## config.mk

```make
export PLATFORM = sky130hd
export DESIGN_NAME = dfr_front
export DESIGN_NICKNAME = d
export VERILOG_FILES = /design/src/rtl/core/dfr_pkg.sv /design/src/rtl/core/dfr_front.sv
export SDC_FILE = /design/constraint.sdc
export NUM_CORES = 1
export LEC_CHECK = 0
export BUFFER_PORTS_ARGS = -buffer_cell sky130_fd_sc_hd__buf_4
export CAP_MARGIN = 30
export CORE_AREA = 2 2 243 173
export DETAILED_ROUTE_END_ITERATION = 16
export DIE_AREA = 0 0 245 175
export GPL_ROUTABILITY_DRIVEN = 0
export PLACE_DENSITY = 0.62
export SLEW_MARGIN = 20
export SYNTH_ARGS = -nofsm -noshare
export SYNTH_HDL_FRONTEND = slang
export SYNTH_SLANG_ARGS = --single-unit
```

## constraint.sdc

```tcl
create_clock -name i_clk -period 5.3 [get_ports i_clk]
set_input_delay 0.795 -clock i_clk [delete_from_list [all_inputs] [get_ports i_clk]]
set_output_delay 0.795 -clock i_clk [all_outputs]
set_load 0.03 [all_outputs]
```

## src/rtl/core/dfr_pkg.sv

```systemverilog
// dfr_pkg: types, constants and codes for the datagram fragment reassembler
// no dependencies
`default_nettype none
package dfr_pkg;
    localparam int FRAG_PAYLOAD = 256;
    localparam int MAX_FRAGS    = 16;
    localparam int MAX_MESSAGE  = 4096;
    localparam int HEADER_LEN   = 14;
    localparam int ADDR_W       = $clog2(MAX_MESSAGE);
    localparam int POS_W        = 10;
    localparam int QDEPTH       = 2;
    localparam logic [7:0] ANY_TYPE = 8'hff;

    localparam logic [1:0] ACT_BYTE = 2'd0;
    localparam logic [1:0] ACT_ARM  = 2'd1;
    localparam logic [1:0] ACT_TICK = 2'd2;
    localparam logic [1:0] ACT_READ = 2'd3;

    localparam logic [2:0] ST_DROP    = 3'd0;
    localparam logic [2:0] ST_TAKEN   = 3'd1;
    localparam logic [2:0] ST_DONE    = 3'd2;
    localparam logic [2:0] ST_TIMEOUT = 3'd3;
    localparam logic [2:0] ST_READ    = 3'd4;

    localparam logic [2:0] REG_TYPE     = 3'd0;
    localparam logic [2:0] REG_SESSION  = 3'd1;
    localparam logic [2:0] REG_CAPACITY = 3'd2;
    localparam logic [2:0] REG_TIMEOUT  = 3'd3;
    localparam logic [2:0] REG_MAGIC    = 3'd4;
    localparam logic [2:0] REG_VERSION  = 3'd5;

    typedef struct packed {
        logic [1:0]  action;
        logic [7:0]  data_byte;
        logic        end_of_datagram;
        logic [31:0] source_addr;
        logic [15:0] source_port_in;
        logic [11:0] read_offset;
    } t_in_item;

    typedef struct packed {
        logic [2:0]  status;
        logic [7:0]  message_type;
        logic [31:0] session_id;
        logic [12:0] message_length;
        logic [31:0] sender_addr;
        logic [15:0] sender_port;
        logic [15:0] framed_bytes;
        logic [7:0]  read_data;
    } t_out_item;

    typedef struct packed {
        logic [7:0]  exp_type;
        logic [31:0] exp_session;
        logic [12:0] capacity;
        logic [31:0] timeout;
        logic [15:0] magic;
        logic [7:0]  version;
    } t_cfg;

    // classified item handed from front to back
    typedef struct packed {
        logic [1:0]  action;
        logic        fin;
        logic [7:0]  data_byte;
        logic [31:0] addr;
        logic [15:0] port;
        logic [11:0] read_offset;
        logic        pay;
        logic [7:0]  q;
        logic [POS_W-1:0] len;
        logic        ov;
        logic        hdr_ok;
        logic        len_ok;
        logic [7:0]  h_type;
        logic [31:0] h_session;
        logic [15:0] h_total;
        logic [7:0]  h_index;
        logic [7:0]  h_count;
        logic [15:0] h_payload;
    } t_cmd;
endpackage
`default_nettype wire

```

## src/rtl/core/dfr_front.sv

```systemverilog
// dfr_front: byte parser, header capture and static header checks
// depends on dfr_pkg
`default_nettype none
module dfr_front import dfr_pkg::*; (
    input  wire logic     i_clk,
    input  wire logic     i_rst_n,
    input  wire t_cfg     i_cfg,
    input  wire logic     i_valid,
    output logic          o_ready,
    input  wire t_in_item i_item,
    output logic          o_valid,
    input  wire logic     i_ready,
    output t_cmd          o_cmd
);
    logic [POS_W-1:0] r_pos, n_pos;
    logic             r_ov, n_ov;
    logic [7:0]       r_hdr [HEADER_LEN];
    logic [7:0]       hb [HEADER_LEN];
    logic             r_valid;
    t_cmd             r_cmd, n_cmd;
    logic             take, is_byte, in_hdr, in_pay, at_limit;

    function automatic logic expected_any(input logic [7:0] t);
        expected_any = t == ANY_TYPE;
    endfunction

    assign o_ready = !r_valid || i_ready;
    assign o_valid = r_valid;
    assign o_cmd   = r_cmd;
    assign take    = i_valid && o_ready;
    assign is_byte = i_item.action == ACT_BYTE;
    assign at_limit = r_pos >= POS_W'(HEADER_LEN + FRAG_PAYLOAD);
    assign in_hdr  = r_pos < POS_W'(HEADER_LEN);
    assign in_pay  = !at_limit && !in_hdr && !r_ov;

    always_comb begin
        for (int k = 0; k < HEADER_LEN; k++) begin
            hb[k] = (in_hdr && r_pos == POS_W'(k)) ? i_item.data_byte : r_hdr[k];
        end
    end

    always_comb begin
        logic [POS_W-1:0] len;
        len = at_limit ? r_pos : r_pos + POS_W'(1);
        n_pos = r_pos;
        n_ov  = r_ov;
        if (take && is_byte) begin
            if (i_item.end_of_datagram) begin
                n_pos = '0;
                n_ov  = 1'b0;
            end else if (at_limit) begin
                n_ov = 1'b1;
            end else begin
                n_pos = len;
            end
        end
        n_cmd.action      = i_item.action;
        n_cmd.fin         = i_item.end_of_datagram;
        n_cmd.data_byte   = i_item.data_byte;
        n_cmd.addr        = i_item.source_addr;
        n_cmd.port        = i_item.source_port_in;
        n_cmd.read_offset = i_item.read_offset;
        n_cmd.pay         = in_pay;
        n_cmd.q           = 8'(r_pos - POS_W'(HEADER_LEN));
        n_cmd.len         = len;
        n_cmd.ov          = r_ov || at_limit;
        n_cmd.h_type      = hb[3];
        n_cmd.h_session   = {hb[4], hb[5], hb[6], hb[7]};
        n_cmd.h_total     = {hb[8], hb[9]};
        n_cmd.h_index     = hb[10];
        n_cmd.h_count     = hb[11];
        n_cmd.h_payload   = {hb[12], hb[13]};
        n_cmd.hdr_ok = {hb[0], hb[1]} == i_cfg.magic && hb[2] == i_cfg.version
            && hb[11] != 8'd0 && hb[11] <= 8'(MAX_FRAGS) && hb[10] < hb[11]
            && {hb[12], hb[13]} <= 16'(FRAG_PAYLOAD)
            && {hb[8], hb[9]} <= 16'(MAX_MESSAGE)
            && ((expected_any(i_cfg.exp_type)) || hb[3] == i_cfg.exp_type)
            && (i_cfg.exp_session == 32'd0
                || {hb[4], hb[5], hb[6], hb[7]} == i_cfg.exp_session);
        n_cmd.len_ok = len >= POS_W'(HEADER_LEN)
            && 16'(len) == 16'(HEADER_LEN) + {hb[12], hb[13]};
    end

    always_ff @(posedge i_clk) begin
        if (!i_rst_n) begin
            r_pos   <= '0;
            r_ov    <= 1'b0;
            r_valid <= 1'b0;
            for (int k = 0; k < HEADER_LEN; k++) begin
                r_hdr[k] <= 8'd0;
            end
        end else begin
            r_pos <= n_pos;
            r_ov  <= n_ov;
            if (o_ready) begin
                r_valid <= take;
            end
            if (take && is_byte && in_hdr) begin
                r_hdr[r_pos[3:0]] <= i_item.data_byte;
            end
        end
    end

    always_ff @(posedge i_clk) begin
        if (take) begin
            r_cmd <= n_cmd;
        end
    end

    a_pos_range: assert property (@(posedge i_clk) disable iff (!i_rst_n)
        r_pos <= POS_W'(HEADER_LEN + FRAG_PAYLOAD))
        else $error("byte position out of range");
    a_fin_clears: assert property (@(posedge i_clk) disable iff (!i_rst_n)
        take && is_byte && i_item.end_of_datagram |=> r_pos == '0 && !r_ov)
        else $error("datagram end did not clear parser");
    a_hold: assert property (@(posedge i_clk) disable iff (!i_rst_n)
        r_valid && !i_ready |=> r_valid && $stable(r_cmd))
        else $error("stalled command changed");
endmodule
`default_nettype wire

```

==> summary.md <==
## Die
* boundary pin count: 367
* area inside the core boundary: 40600 um^2
* Die X: 245 um
* height of the chip: 175 um
* num rows: 62
* floorplan die area: 42900 um^2
* starting density of the core: 34.7%

## Synth
* most used flip-flop cell after synthesis: edfxtp_1
* Synthesis Warnings: 0
* synth unique cells: 69
* count of state elements after synthesis: 305
* post-synthesis sequential area ratio: 64.3%
* fraction of registers with async set or reset after synthesis: 0%
* cell area after synthesis: 14100 um^2
* net count after synthesis: 1372
* number of flops mapped to enable cells by yosys: 293
* Avg Synthesized Cell Area: 12.0 um^2
* cell count after synthesis: 1175

## Setup path
* cell-by-cell trace of the critical path: nor4_4, and3_1, nand2_1, o21ai_0, ha_1, a21o_1, a21o_1, a21oi_1, o211ai_1, nor2_1, nand4_1, and4b_1
* endpoint kind of the worst setup timing path: flop
* startpoint type of the worst setup path: flop
* critical path fanouts, max: 19
* worst path required time: 5690 ps
* data arrival at the endpoint of the critical path: 4520 ps
* maximum cell stage delay along the critical path: 660 ps
* depth of the most critical reg-to-reg path: 12
* Setup CP Type: reg -> reg
* worst path buffer plus inverter count: 0
* number of cells on the critical path: 12
* Worst path top cell family by delay: simple AND/OR/NAND/NOR gates
* worst-path cell with the longest stage delay: nor4_4
* Crit path top cell by count: a21o_1

## Detailed routing
* DRC Markers: 0
* via density per instance: 5.21
* antenna-violating nets left: 0
* vias after detailed routing: 10800
* length of routed wiring on met1: 20100 um
* highest metal layer with signal wires: met4
* Met3 Routed Length: 4400 um
* first-pass detailed-route iteration total: 5
* amount of wire on met2 after detailed routing: 20300 um
* routed wire length: 45700 um
* wire per inst: 22.1 um
* starting DRC count in detailed routing: 1274

## Final layout
* cell area after layout: 18200 um^2
* fraction of layout instances using a drive strength above 1: 29.3%
* Layout Nets: 1692
* layout-stage area growth over the synthesis result: 29.1%
* number of fill cells in the layout: 3772
* area of all sequential standard cells: 9040 um^2
* antenna cells: 0
* area used by multi-input combinational logic: 4470 um^2
* commonest cells after routing, fill and taps aside: 341 x buf_4, 293 x edfxtp_1, 147 x nor2_1
* non-filler instance count after layout: 2063
* most common cell after layout, fill and taps aside: buf_4

## Power and ir drop
* Max rail drop VDD: 0.190 mV
* overall power after layout: 5.76 mW
* leakage dissipation: 7.20 nW
* power density cells: 317 nW/um^2

## CTS
* master cell of the clock root buffer: clkbuf_16
* number of buffers between clock root and the deepest sink: 3
* total clock sinks: 305
* clock transition at the registers of the reported paths: 60 ps
* Post-CTS Resized: 0
* number of buffers created by CTS: 35
* number of levels the H-tree was split into: 2
* clk_lat worst skew: 520 ps
* # hold bufs at CTS: 0
* CTS tree: done
* setup bufs post-CTS: 0

## Placement
* standard cell area after detailed placement: 17100 um^2
* Post-DP HPWL: 32200 um
* Placed Instances: 2002
* number of port buffers: 321

## STA
* Hold Violations, Final: 0
* Max-slew headroom: 30.5%
* Least-Margin Pin Slew: 1040 ps
* Worst Clk Skew: 19.9 ps
* ratio of final minimum period to clock period: 78.0%
* maximum frequency from static timing analysis: 242 MHz
* final count of pins violating max slew: 0
* unrepaired setup endpoints after global routing: no
* total setup violations reported at the end of the flow: 0
* minimum clock period after layout: 4130 ps
* setup_tns: 0 ps

## GRT
* initial antenna violation count: 0
* wire length of the first global-routing pass: 65800 um
* Congestion Overflow GR: 0
* via count of the first global-routing pass: 10300
* largest net degree at the start of global routing: 92
* Overall Global Routing Usage: 20.7%

## Flow run
* MaxCap Viol Count: 0

## Hold path
* cell count of the worst hold path: 1
* min-delay worst type: in -> reg

## Status
* run status: finished clean

-- sequential cells by signal, indices dropped and copies added, names as in the netlist --
register / flops
o_valid: 1
r_hdr: 112
o_cmd: 181
r_ov: 1
r_pos: 10
-- worst reg2reg max path, stage by stage (launching register included) --
cell      delay, ps
dfxtp_1         430
nor4_4          670
and3_1          370
nand2_1         390
o21ai_0         400
ha_1            310
a21o_1          170
a21o_1          170
a21oi_1         440
o211ai_1        160
nor2_1          120
nand4_1         120
and4b_1         270
-- worst paths after layout --
| kind | start | endpoint | slack, ps |
|---|---|---|---|
| hold / removal | i_item[23] | o_cmd[133]$_DFFE_PP_ | 450 |
| setup reg to reg | r_pos[5]$_SDFFE_PN0P_ | o_cmd[89]$_DFFE_PP_ | 1170 |
| hold reg to reg | r_ov$_SDFFE_PN0P_ | r_ov$_SDFFE_PN0P_ | 470 |
| setup / recovery | r_pos[5]$_SDFFE_PN0P_ | o_cmd[89]$_DFFE_PP_ | 1170 |
-- cells by family (layout without fill, tap and decap cells) --
kind of cell	count (synthesis)	in the layout	synth area share (%)
compound gates	215	215	9.72
xor+xnor	68	68	4.24
fa+ha+maj	13	13	1.16
buf+inv	143	487	3.94
flops	305	305	64.3
mux	49	49	3.77
simple gates	382	382	12.9
-- per-layer routing --
layer / vias to the layer above / global-route usage (%)
met5: - / 0
met3: 61 / 5.56
met4: 0 / 4.90
met2: 545 / 30.9
met1: 5217 / 30.0
li1: 4929 / -
-- cell usage after synthesis (all sizes together) (5+ instances only) --
| cell | number | share of area [%] |
|---|---|---|
| xor2 | 36 | 2.2 |
| mux2i | 23 | 1.7 |
| o21ai | 84 | 3.0 |
| a211oi | 5 | 0.27 |
| mux2 | 26 | 2.1 |
| o22ai | 17 | 0.76 |
| o221ai | 6 | 0.37 |
| nor2 | 147 | 3.9 |
| o211ai | 7 | 0.37 |
| nand3 | 15 | 0.61 |
| a222oi | 5 | 0.36 |
| dfxtp | 12 | 1.7 |
| and2 | 14 | 0.62 |
| a31oi | 8 | 0.36 |
| a21oi | 31 | 1.1 |
| nor4 | 25 | 1.2 |
| nor3 | 14 | 0.50 |
| a221oi | 7 | 0.44 |
| clkbuf | 58 | 1.5 |
| a22oi | 9 | 0.48 |
| nand4 | 15 | 0.91 |
| ha | 13 | 1.2 |
| inv | 71 | 1.9 |
| nand2 | 106 | 2.8 |
| xnor2 | 32 | 2.0 |
| and3 | 7 | 0.31 |
| edfxtp | 293 | 63 |
| buf | 13 | 0.47 |
| a2111oi | 5 | 0.31 |
| nor2b | 14 | 0.62 |
| nor3b | 7 | 0.37 |
-- area by class of cell --
type                    instances  share of cell area, %
inverters                      72                   1.52
clock inverters                18                  0.627
multi-input cells             727                   24.6
flip-flops and latches        305                   49.8
repair buffers                354                   14.5
well taps                     544                   3.75
clock buffers                  43                   5.28
-- power by group --
part,internal [mW],switching [mW],total (mW)
Sequential,2.76,0.0412,2.80
Clock,1.33,0.965,2.30
Combinational,0.234,0.429,0.663
-- per-stage QoR --
step	hold slack, ps	setup slack, ps	util [%]
2_1_floorplan	430	25.9	-
3_3_place_gp	439	1330	42.0
3_5_place_dp	454	1300	42.1
4_1_cts	423	1290	44.8
5_1_grt	423	942	44.8
6_report	451	1170	44.8
Power figures use the tool's default switching activity.
